<file path="config.mk">
export PLATFORM = sky130hd
export DESIGN_NAME = shade_stencil_fade_filter
export DESIGN_NICKNAME = d
export VERILOG_FILES = /design/src/rtl/core/ssff_pkg.sv /design/src/rtl/core/shade_stencil_fade_filter.sv
export SDC_FILE = /design/constraint.sdc
export NUM_CORES = 2
export LEC_CHECK = 0
export ABC_AREA = 0
export BUFFER_PORTS_ARGS = -buffer_cell sky130_fd_sc_hd__buf_2
export CELL_PAD_IN_SITES_DETAIL_PLACEMENT = 0
export CELL_PAD_IN_SITES_GLOBAL_PLACEMENT = 2
export CORE_MARGIN = 2
export CORE_UTILIZATION = 30
export DETAILED_ROUTE_END_ITERATION = 6
export GPL_TIMING_DRIVEN = 0
export PLACE_DENSITY = 0.63
export SLEW_MARGIN = 20
export SYNTH_ARGS = -nofsm -noshare
export SYNTH_HDL_FRONTEND = slang
export SYNTH_SLANG_ARGS = --single-unit
</file>
<file path="constraint.sdc">
create_clock -name clk -period 16.35 [get_ports clk]
set_clock_uncertainty 0.15 [all_clocks]
set_input_delay 1.635 -clock clk [delete_from_list [all_inputs] [get_ports clk]]
set_output_delay 1.635 -clock clk [all_outputs]
set_load 0.05 [all_outputs]
</file>
<file path="src/rtl/core/ssff_pkg.sv">
// Shared constants, register map and level/character helpers for the shade fade filter.
// Self-contained; used by shade_stencil_fade_filter.
`default_nettype none

package ssff_pkg;

	localparam int unsigned MAX_WIDTH_DEF = 128;

	localparam int unsigned ADDR_W = 4;
	localparam int unsigned DATA_W = 32;
	localparam int unsigned ROW_W  = 12;
	localparam int unsigned COL_W  = 7;

	localparam logic [7:0]  FRAME_WIDTH_RST  = 8'd100;
	localparam logic [12:0] FRAME_HEIGHT_RST = 13'd20;
	localparam logic [3:0]  MIN_LEVEL_RST    = 4'd0;
	localparam logic [12:0] MAX_HEIGHT       = 13'd4096;

	localparam logic [3:0] RAMP_TOP   = 4'd9;
	localparam logic [7:0] BLANK_CHAR = 8'h20;

	typedef enum logic [1:0] {
		REG_FRAME_WIDTH  = 2'd0,
		REG_FRAME_HEIGHT = 2'd1,
		REG_MIN_LEVEL    = 2'd2
	} reg_idx_t;

	// Position of a byte in the ramp " .:-=+*#%@"; anything else is level 0.
	function automatic logic [3:0] level_of(input logic [7:0] c);
		logic [3:0] lv;
		case (c)
			8'h2E:   lv = 4'd1; // .
			8'h3A:   lv = 4'd2; // :
			8'h2D:   lv = 4'd3; // -
			8'h3D:   lv = 4'd4; // =
			8'h2B:   lv = 4'd5; // +
			8'h2A:   lv = 4'd6; // *
			8'h23:   lv = 4'd7; // #
			8'h25:   lv = 4'd8; // %
			8'h40:   lv = 4'd9; // @
			default: lv = 4'd0;
		endcase
		return lv;
	endfunction

	function automatic logic [7:0] ramp_char(input logic [3:0] lv);
		logic [7:0] c;
		case (lv)
			4'd1:    c = 8'h2E;
			4'd2:    c = 8'h3A;
			4'd3:    c = 8'h2D;
			4'd4:    c = 8'h3D;
			4'd5:    c = 8'h2B;
			4'd6:    c = 8'h2A;
			4'd7:    c = 8'h23;
			4'd8:    c = 8'h25;
			4'd9:    c = 8'h40;
			default: c = BLANK_CHAR;
		endcase
		return c;
	endfunction

	// Truncating divide by 7 for sums up to 63: multiply by 37/256.
	function automatic logic [3:0] div7(input logic [5:0] s);
		logic [11:0] p;
		p = 12'(s) * 12'd37;
		return p[11:8];
	endfunction

endpackage

`default_nettype wire

</file>
<file path="src/rtl/core/shade_stencil_fade_filter.sv">
// Five-point fade filter over a raster stream of shade characters.
// Depends on ssff_pkg for the register map, reset values and ramp helpers.
//
// Usage:
//   Pixels enter on pix_valid/pix_stall, one character per beat, raster order, row 0 first.
//   Results leave on res_valid/res_stall with shade_char, column, row and last_of_run.
//   A pixel at row r gives the result for (column, r-1); pixels on the last row also
//   give their own blank pixel as a second beat. Pixels on row 0 give nothing unless
//   row 0 is the last row.
//   Path: an accepted pixel is held in the working stage; its result beats are loaded
//   from there into the output register. Throughput: one pixel per cycle while the
//   output is not stalled; a last-row pixel past row 0 holds the stage for both its beats.
//   The rate is set by the single output register draining one beat a cycle and by
//   the line-buffer RAMs, written once and read at two addresses per cycle.
//   Stall: the output register holds its beat while res_stall is high; a pixel in the
//   working stage with a beat to give then waits and pix_stall rises in the same cycle.
//   Reset: counters return to column 0 / row 0, registers take their defaults
//   (width 100, height 20, floor 0). The line buffers are not cleared; they are
//   filled by the first two rows of a frame, so no clearing pass is needed.
//   Configuration goes through the APB port at byte addresses 0, 4, 8; the user must write
//   it only while the block is idle, which the block itself does not enforce.
`default_nettype none

module shade_stencil_fade_filter #(
	parameter int unsigned MAX_WIDTH = ssff_pkg::MAX_WIDTH_DEF
) (
	input  wire logic                          clk,
	input  wire logic                          arst_n,

	input  wire logic                          psel,
	input  wire logic                          penable,
	input  wire logic                          pwrite,
	input  wire logic [ssff_pkg::ADDR_W-1:0]   paddr,
	input  wire logic [ssff_pkg::DATA_W-1:0]   pwdata,
	output logic      [ssff_pkg::DATA_W-1:0]   prdata,
	output logic                               pready,

	input  wire logic                          pix_valid,
	output logic                               pix_stall,
	input  wire logic [7:0]                    pixel_char,

	output logic                               res_valid,
	input  wire logic                          res_stall,
	output logic [7:0]                         shade_char,
	output logic [ssff_pkg::COL_W-1:0]         column,
	output logic [ssff_pkg::ROW_W-1:0]         row,
	output logic                               last_of_run
);

	localparam int unsigned CW   = $clog2(MAX_WIDTH);
	localparam int unsigned CNTW = $clog2(MAX_WIDTH + 1);
	localparam int unsigned WVW  = (CNTW > 8) ? CNTW : 8;
	localparam int unsigned XW   = (CW > ssff_pkg::COL_W) ? CW : ssff_pkg::COL_W;
	localparam int unsigned RW   = ssff_pkg::ROW_W;

	// configuration
	logic [7:0]  frame_width_q;
	logic [12:0] frame_height_q;
	logic [3:0]  min_level_q;
	logic        cfg_wr;
	ssff_pkg::reg_idx_t reg_idx;

	// raster position of the next pixel
	logic [CW-1:0] col_cnt_q;
	logic [RW-1:0] row_cnt_q;

	// line buffers of levels
	logic [3:0] above_mem_q     [MAX_WIDTH];
	logic [3:0] two_above_mem_q [MAX_WIDTH];

	// working stage
	logic          s1_valid_q;
	logic          s1_second_q;
	logic [CW-1:0] x_s1;
	logic [RW-1:0] r_s1;
	logic [3:0]    down_s1;
	logic [3:0]    centre_s1;
	logic [3:0]    up_s1;
	logic [3:0]    right_s1;
	logic          emit_up_s1;
	logic          interior_s1;
	logic          last_row_s1;
	logic [3:0]    left_q;

	// output register
	logic                     res_valid_q;
	logic [7:0]               shade_char_q;
	logic [ssff_pkg::COL_W-1:0] column_q;
	logic [RW-1:0]            row_q;
	logic                     last_of_run_q;

	// accept-side geometry
	logic [WVW-1:0] eff_w;
	logic [WVW-1:0] fw_ext;
	logic [WVW-1:0] x_p1;
	logic [12:0]    eff_h;
	logic [12:0]    r_p1;
	logic           row_end;
	logic           last_row;
	logic           interior;
	logic [CW-1:0]  rd_x;
	logic [CW-1:0]  rd_r;
	logic           byp_x;
	logic           byp_r;

	// handshake and beat control
	logic pix_acc;
	logic first_beat;
	logic has_beat;
	logic beat_last;
	logic out_free;
	logic beat_load;
	logic s1_adv;

	// level arithmetic
	logic [5:0]    sum;
	logic [3:0]    lv_raw;
	logic [3:0]    lv_clip;
	logic [3:0]    floor_lv;
	logic [3:0]    lv;
	logic [XW-1:0] x_ext;

	assign pready  = 1'b1;
	assign cfg_wr  = psel & penable & pwrite & pready;
	assign reg_idx = ssff_pkg::reg_idx_t'(paddr[3:2]);

	always_comb begin
		case (reg_idx)
			ssff_pkg::REG_FRAME_WIDTH:  prdata = ssff_pkg::DATA_W'(frame_width_q);
			ssff_pkg::REG_FRAME_HEIGHT: prdata = ssff_pkg::DATA_W'(frame_height_q);
			ssff_pkg::REG_MIN_LEVEL:    prdata = ssff_pkg::DATA_W'(min_level_q);
			default:                    prdata = '0;
		endcase
	end

	always_ff @(posedge clk or negedge arst_n) begin
		if (!arst_n) begin
			frame_width_q  <= ssff_pkg::FRAME_WIDTH_RST;
			frame_height_q <= ssff_pkg::FRAME_HEIGHT_RST;
			min_level_q    <= ssff_pkg::MIN_LEVEL_RST;
		end else if (cfg_wr) begin
			case (reg_idx)
				ssff_pkg::REG_FRAME_WIDTH:  frame_width_q  <= pwdata[7:0];
				ssff_pkg::REG_FRAME_HEIGHT: frame_height_q <= pwdata[12:0];
				ssff_pkg::REG_MIN_LEVEL:    min_level_q    <= pwdata[3:0];
				default: ;
			endcase
		end
	end

	// geometry of the next pixel, with out-of-range settings clamped
	always_comb begin
		fw_ext = WVW'(frame_width_q);
		if (fw_ext == '0)
			eff_w = WVW'(1);
		else if (fw_ext > WVW'(MAX_WIDTH))
			eff_w = WVW'(MAX_WIDTH);
		else
			eff_w = fw_ext;

		if (frame_height_q == '0)
			eff_h = 13'd1;
		else if (frame_height_q > ssff_pkg::MAX_HEIGHT)
			eff_h = ssff_pkg::MAX_HEIGHT;
		else
			eff_h = frame_height_q;

		x_p1     = WVW'(col_cnt_q) + WVW'(1);
		r_p1     = 13'(row_cnt_q) + 13'd1;
		row_end  = (x_p1 >= eff_w);
		last_row = (r_p1 >= eff_h);
		interior = (col_cnt_q != '0) && (x_p1 < eff_w) && (row_cnt_q >= RW'(2))
			&& (r_p1 <= eff_h);

		rd_x = col_cnt_q;
		rd_r = (col_cnt_q == CW'(MAX_WIDTH - 1)) ? '0 : col_cnt_q + CW'(1);
	end

	// beat sequencing out of the working stage
	always_comb begin
		pix_acc    = pix_valid & ~pix_stall;
		first_beat = emit_up_s1 & ~s1_second_q;
		has_beat   = s1_valid_q & (first_beat | last_row_s1);
		beat_last  = ~first_beat | ~last_row_s1;
		out_free   = ~res_valid_q | ~res_stall;
		beat_load  = has_beat & out_free;
		s1_adv     = s1_valid_q & (~has_beat | (out_free & beat_last));
		pix_stall  = s1_valid_q & ~s1_adv;
		// forward the stage's line-buffer write when it lands on an address that is being read
		byp_x      = s1_adv & (x_s1 == rd_x);
		byp_r      = s1_adv & (x_s1 == rd_r);
	end

	always_ff @(posedge clk or negedge arst_n) begin
		if (!arst_n) begin
			col_cnt_q <= '0;
			row_cnt_q <= '0;
		end else if (pix_acc) begin
			if (row_end) begin
				col_cnt_q <= '0;
				row_cnt_q <= last_row ? '0 : row_cnt_q + RW'(1);
			end else begin
				col_cnt_q <= col_cnt_q + CW'(1);
			end
		end
	end

	always_ff @(posedge clk or negedge arst_n) begin
		if (!arst_n) begin
			s1_valid_q  <= 1'b0;
			s1_second_q <= 1'b0;
			res_valid_q <= 1'b0;
		end else begin
			if (pix_acc)
				s1_valid_q <= 1'b1;
			else if (s1_adv)
				s1_valid_q <= 1'b0;

			if (pix_acc || s1_adv)
				s1_second_q <= 1'b0;
			else if (beat_load && !beat_last)
				s1_second_q <= 1'b1;

			if (beat_load)
				res_valid_q <= 1'b1;
			else if (!res_stall)
				res_valid_q <= 1'b0;
		end
	end

	// line buffers: written as the stage retires, read as a pixel enters
	always_ff @(posedge clk) begin
		if (s1_adv) begin
			above_mem_q[x_s1]     <= down_s1;
			two_above_mem_q[x_s1] <= centre_s1;
			left_q                <= centre_s1;
		end
		if (pix_acc) begin
			x_s1        <= col_cnt_q;
			r_s1        <= row_cnt_q;
			down_s1     <= ssff_pkg::level_of(pixel_char);
			emit_up_s1  <= (row_cnt_q != '0);
			interior_s1 <= interior;
			last_row_s1 <= last_row;
			centre_s1   <= byp_x ? down_s1 : above_mem_q[rd_x];
			right_s1    <= byp_r ? down_s1 : above_mem_q[rd_r];
			up_s1       <= byp_x ? centre_s1 : two_above_mem_q[rd_x];
		end
	end

	always_comb begin
		sum      = 6'(centre_s1) * 6'd3 + 6'(up_s1) + 6'(down_s1) + 6'(left_q)
			+ 6'(right_s1);
		lv_raw   = ssff_pkg::div7(sum);
		lv_clip  = (lv_raw > ssff_pkg::RAMP_TOP) ? ssff_pkg::RAMP_TOP : lv_raw;
		floor_lv = (min_level_q > ssff_pkg::RAMP_TOP) ? ssff_pkg::RAMP_TOP : min_level_q;
		lv       = (lv_clip <= floor_lv) ? floor_lv : lv_clip;
		x_ext    = XW'(x_s1);
	end

	always_ff @(posedge clk) begin
		if (beat_load) begin
			if (first_beat && interior_s1)
				shade_char_q <= ssff_pkg::ramp_char(lv);
			else
				shade_char_q <= ssff_pkg::BLANK_CHAR;
			column_q      <= x_ext[ssff_pkg::COL_W-1:0];
			row_q         <= first_beat ? r_s1 - RW'(1) : r_s1;
			last_of_run_q <= beat_last;
		end
	end

	assign res_valid   = res_valid_q;
	assign shade_char  = shade_char_q;
	assign column      = column_q;
	assign row         = row_q;
	assign last_of_run = last_of_run_q;

endmodule

`default_nettype wire
</file>
After elaboration in Yosys (flattened, before gate mapping)
Memories as Yosys holds them, arrays and structs flattened. A register that Yosys moved wholly into a read port is not among the register bits.
Cells that the tools add are included.

word-level totals
  word-level logic and storage cells = 117
  input port bits = 51
  ROM bits = 112
  memories kept = 3
  bits in writable memories = 1,024
  flip-flop bits (word level) = 105

memory list
  name             depth  bits a word  read ports  clocked after Yosys merged registers in  wr ports  line                             text
  above_mem_q      128    4            2           2                                        1         shade_stencil_fade_filter.sv:68  logic [3:0] above_mem_q [MAX_WIDTH];
  two_above_mem_q  128    4            1           1                                        1         shade_stencil_fade_filter.sv:69  logic [3:0] two_above_mem_q [MAX_WIDTH];
  (no name shown)  16     7            1           1                                        0         ssff_pkg.sv:48                   case (lv)

operators by class
  $lt $le $gt $ge = 10
  reductions and logical operators = 19
  equal/unequal tests = 13
  add/subtract/negate cells = 9
  $mul = 2
  bitwise operators = 21
  multiplexer cells = 21

operators with widths
  kind                                                    count
  equality test 8 x 6 -> 1 bit (second input constant)    8
  case mux 13 bit (3 select lines)                        1
  case mux 4 bit (9 select lines)                         1
  two-way mux 13 bit                                      2
  adder 6 x 4 -> 6 bit                                    4
  two-way mux 12 bit                                      2
  two-way mux 8 bit                                       2
  two-way mux 7 bit                                       2
  adder 12 x 1 -> 13 bit (second input constant)          1
  >= comparator 13 bit                                    1
  greater-than comparator 13 bit (second input constant)  1
  less-or-equal comparator 13 bit                         1
  logical NOT 13 bit                                      1
  adder 12 x 1 -> 12 bit (second input constant)          1
  >= comparator 12 x 2 -> 1 bit (second input constant)   1
  multiplier 6 x 6 -> 12 bit (second input constant)      1
  two-way mux 4 bit                                       3
  nonzero test 12 bit                                     1
  subtractor 12 x 1 -> 12 bit (second input constant)     1
  bitwise AND 1 bit                                       9
  adder 7 x 1 -> 8 bit (second input constant)            1
  equality test 8 x 7 -> 1 bit (second input constant)    1
  >= comparator 8 bit                                     1
  greater-than comparator 4 bit (second input constant)   2
  20 further kinds                                        46

Logic depth before layout (Yosys ltp)
  word-level depth = 13
  depth in mapped cells = 31
  mapped depth without buffers = 31

Least setup slack after synthesis
OpenSTA, ideal clock, no wires.

  path type = register to register
  from = register centre_s1[1], read port of above_mem_q
  to = register shade_char_q[1] (netlist: shade_char[1]), data pin
  stages on the path, launching flop included = 31
  path buffers = 0
  required time = 16.052 ns
  setup time = 0.148 ns
  arrival = 8.842 ns
  setup slack = 7.210 ns
  path through = edfxtp_1 -> inv_1 -> fa_1 -> inv_1 -> fa_1 -> fa_1 -> ha_1 -> a21o_1 -> a21oi_1 -> xnor2_1 -> inv_1 -> ha_1 -> ha_1 -> ha_1 -> ha_1 -> and3_1 -> a311oi_1 -> o21bai_1 -> a21oi_1 -> xnor2_1 -> a21boi_0 -> ha_1 -> nor2b_1 -> o21a_1 -> o21a_1 -> o21ai_1 -> mux2i_1 -> inv_1 -> ha_1 -> or2_2 -> a21oi_1

between the ends
  word-level cells in the longest chain between the ends = 10

RTL lines
  what                                  line                              text
  from (decl)                           shade_stencil_fade_filter.sv:77   logic [3:0] centre_s1;
  multiplier 4 x 2 -> 6 bit *           shade_stencil_fade_filter.sv:252  sum = 6'(centre_s1) * 6'd3 + 6'(up_s1) + 6'(down_s1) + 6'(left_q)
  adder 6 x 4 -> 6 bit * (3 in series)  shade_stencil_fade_filter.sv:252
  adder 6 x 4 -> 6 bit *                shade_stencil_fade_filter.sv:253  + 6'(right_s1);
  multiplier 6 x 6 -> 12 bit *          ssff_pkg.sv:66                    p = 12'(s) * 12'd37;
  greater-than comparator 4 bit         shade_stencil_fade_filter.sv:255  lv_clip = (lv_raw > ssff_pkg::RAMP_TOP) ? ssff_pkg::RAMP_TOP : lv_raw;
  two-way mux 4 bit *                   shade_stencil_fade_filter.sv:255
  less-or-equal comparator 4 bit        shade_stencil_fade_filter.sv:257  lv = (lv_clip <= floor_lv) ? floor_lv : lv_clip;
  two-way mux 4 bit *                   shade_stencil_fade_filter.sv:257
  to (decl)                             shade_stencil_fade_filter.sv:87   logic [7:0] shade_char_q;

Mark *: on every way between the ends. The rest lies on a longest branch, timed or not.
A chain may end at the register's enable or synchronous reset.

Final worst setup path
  from = register col_cnt_q[0]
  to = register right_s1[2], read port of above_mem_q, data pin

between the ends
  word-level cells in the longest chain between the ends = 2
  elaborated cells on any way between the ends = 3
  classes of those cells = 1 x add/sub; 1 x eq/ne; 1 x mux

RTL lines
  what                                                                line                              text
  from (decl)                                                         shade_stencil_fade_filter.sv:64   logic [CW-1:0] col_cnt_q;
  from (signal assigned)                                              shade_stencil_fade_filter.sv:203  col_cnt_q <= col_cnt_q + CW'(1);
  adder 7 x 1 -> 7 bit / equality test 7 bit (equally long branches)  shade_stencil_fade_filter.sv:176  rd_r = (col_cnt_q == CW'(MAX_WIDTH - 1)) ? '0 : col_cnt_q + CW'(1);
  two-way mux 7 bit *                                                 shade_stencil_fade_filter.sv:176
  to (decl)                                                           shade_stencil_fade_filter.sv:79   logic [3:0] right_s1;

Marked as above.

==> impl_metrics.ini <==
[status]
run_status = finished with violations
violations = DRC

[cts]
clk_pin_slew_worst_paths_ns = 0.06
post_cts_buffers = 0
clock_latency_ns = 0.83
cts_tree = built
cts_resized = 0
cts_num_sinks = 1140
cts_buffer_depth = 3
cts_buffers = 121
cts.htree.levels = 3
root_buffer = clkbuf_16
cts_hold_buffers = 0

[grt]
grt_pass1_wl_mm = 286
track_usage_pct = 24.2
grt_max_degree = 48
grt_pass1_vias = 31700
gr-total-overflow = 0
grt_antenna_before_repair = 12

[critical_path]
crit_end = right_s1[2]
r2r_slack_ns = 6.90
r2r-end = right_s1[2]
reg2reg_depth = 18
crit_start = col_cnt_q[0]
path_max_fanout = 10
r2r_start = col_cnt_q[0]
worstPathArrival_ns = 9.70
cp.required_ns = 16.60
path_class = register to register
critPathLaunchType = register
endpoint_kind = register

[cells_and_area]
multiInputGateArea_um2 = 16400
layout_commonest_cell = edfxtp_1
regArea_um2 = 34000
layout_common_cells = 1093 x edfxtp_1, 363 x mux4_2, 220 x nand2_1
fillers = 16200
finalNetCount = 3431
drive_above_1_share_pct = 27.5
fin_area_um2 = 60500
syn_to_final_growth_pct = 17.3

[floorplan]
ioPinCount = 114
num_rows = 152
start_util_pct = 30.1
die_area_um2 = 175000
coreArea_um2 = 171000
die_x_um = 418
die_h_um = 418

[logic_synthesis]
avgSynthCellArea_um2 = 17.0
async_reset_ff_share_pct = 4.12
ys_types = 84
synth_ff_type = edfxtp_1
netlist_instances = 3024
synth_seq_cells = 1140
netlist_area_um2 = 51500
yosys_warnings = 0
ys_seq_area_share_pct = 66.0
synth_edf_count = 1093

[route]
via_per_inst = 5.85
vias = 33000
drt_first_pass_iters = 7
drc = 3
antenna_left = 0
post_drt_wl_per_cell_um = 37.9
routed_wl_mm = 214
drtIter0Drc = 4854

[placed_design]
hpwl_mm = 149
place_congestion = 0.955
dpl_cell_area_um2 = 56200
port_buffers = 70

[sta]
timing.final.crit_share_pct = 57.8
maxSlewViolCount = 0
setup_violations = 0
post-route-min-period_ns = 9.45
tightest_slew_ns = 1.34
rsz0062_at_grt = no
fin_tns_setup_ns = 0
maxSlewHeadroom_pct = 10.9
max_freq_mhz = 106
hold_viol_final = 0

[hold_path]
hold_path_class = register to register

[run]
drv_cap = 0
-- flip-flops by register name, indices dropped and copies added, names as in the netlist, 4 cells and up --
signal and flops:
two_above_mem_q 512, frame_height_q 13, centre_s1 4, down_s1 4, col_cnt_q 7, above_mem_q 512
column 7, x_ext 7, r_s1 12, row_cnt_q 12, min_level_q 4, right_s1 4
shade_char 7, frame_width_q 8, up_s1 4, row 12, left_q 4
-- cells by family after synthesis --
| group | share of synthesized area [%] |
|---|---|
| DFF | 66.0 |
| and+or+nand+nor | 5.73 |
| muxes | 18.3 |
| AOI/OAI and AO/OA | 4.74 |
| buffers and inverters | 2.58 |
| adders and majority gates | 1.98 |
| xor gates and xnor gates | 0.699 |
| other | 0.0146 |
-- cell usage after synthesis (25+ instances only) --
cell type,instances,area (µm²)
ha_1,55,688
nand2_1,220,826
o21ai_0,71,355
buf_2,50,250
nor3_1,40,200
o22ai_1,25,156
dfrtp_1,42,1050
mux2i_1,89,891
a21oi_1,60,300
inv_1,47,176
nand4_1,25,156
nor2_1,217,815
a31oi_1,27,169
buf_4,42,315
a211oi_1,28,210
mux2_2,28,315
nand3_1,60,300
clkbuf_1,85,319
mux4_2,363,8180
edfxtp_1,1093,32800
-- through the flow --
stage / setup WS, ns / std cells / util [%] / hold WS (ns)
2_1_floorplan: 7.21 / 3043 / - / 0.273
3_3_place_gp: 4.34 / 5346 / 32.0 / 0.280
3_5_place_dp: 7.33 / 5418 / 32.9 / 0.280
4_1_cts: 7.28 / 5644 / 35.3 / 0.293
5_1_grt: 6.79 / 5645 / 35.3 / 0.317
6_report: 6.90 / 5647 / 35.3 / 0.297
-- layout make-up --
cell class / instances / share of cell area [%]
flip-flops and latches: 1140 / 56.2
multi-input cells: 1635 / 27.1
clock buffers: 139 / 5.12
well taps: 2233 / 4.62
repair buffers: 143 / 2.82
plain buffers: 213 / 1.96
clock inverters: 87 / 1.82
inverters: 55 / 0.344
diodes: 2 / 0.00828
-- how the worst min path moves through the flow --
stage,from,to,cells past startpoint
CTS,row_cnt_q[7],r_s1[7],0
finish,row_cnt_q[7],r_s1[7],0
global placement,col_cnt_q[4],x_ext[4],0
detailed placement,row_cnt_q[7],r_s1[7],0
global route,row_cnt_q[6],r_s1[6],0
floorplan,row_cnt_q[2],r_s1[2],0
-- routing by layer --
layer  share of wire, %  wire length (µm)  global-route usage [%]  vias to the layer above
met1                 40             85400                    32.9                    17600
li1                   -                 -                       -                    12800
met3                 11             23300                    6.45                      469
met2                 44             93700                    36.3                     2160
met5              0.029                62                       0                        -
met4                5.4             11600                    10.9                       10
-- worst max-delay path, cell delays in order, from the launching register on --
cell and delay [ns]:
dfrtp_1 0.49, buf_4 0.27, buf_6 0.21, inv_2 0.42, buf_6 0.38, buf_6 0.30
buf_4 0.45, buf_4 0.34, ha_1 0.37, clkbuf_1 0.51, inv_1 0.41, nand2_1 0.51
buf_2 0.50, clkbuf_1 1.00, nor2_1 0.11, a2111oi_0 0.94, nor3_1 0.31, a2111oi_2 0.99
a211oi_1 0.29
Power is left out: the tool's default activity adds up to more than one toggle a clock period on the data nets, which glitch-free logic cannot reach.
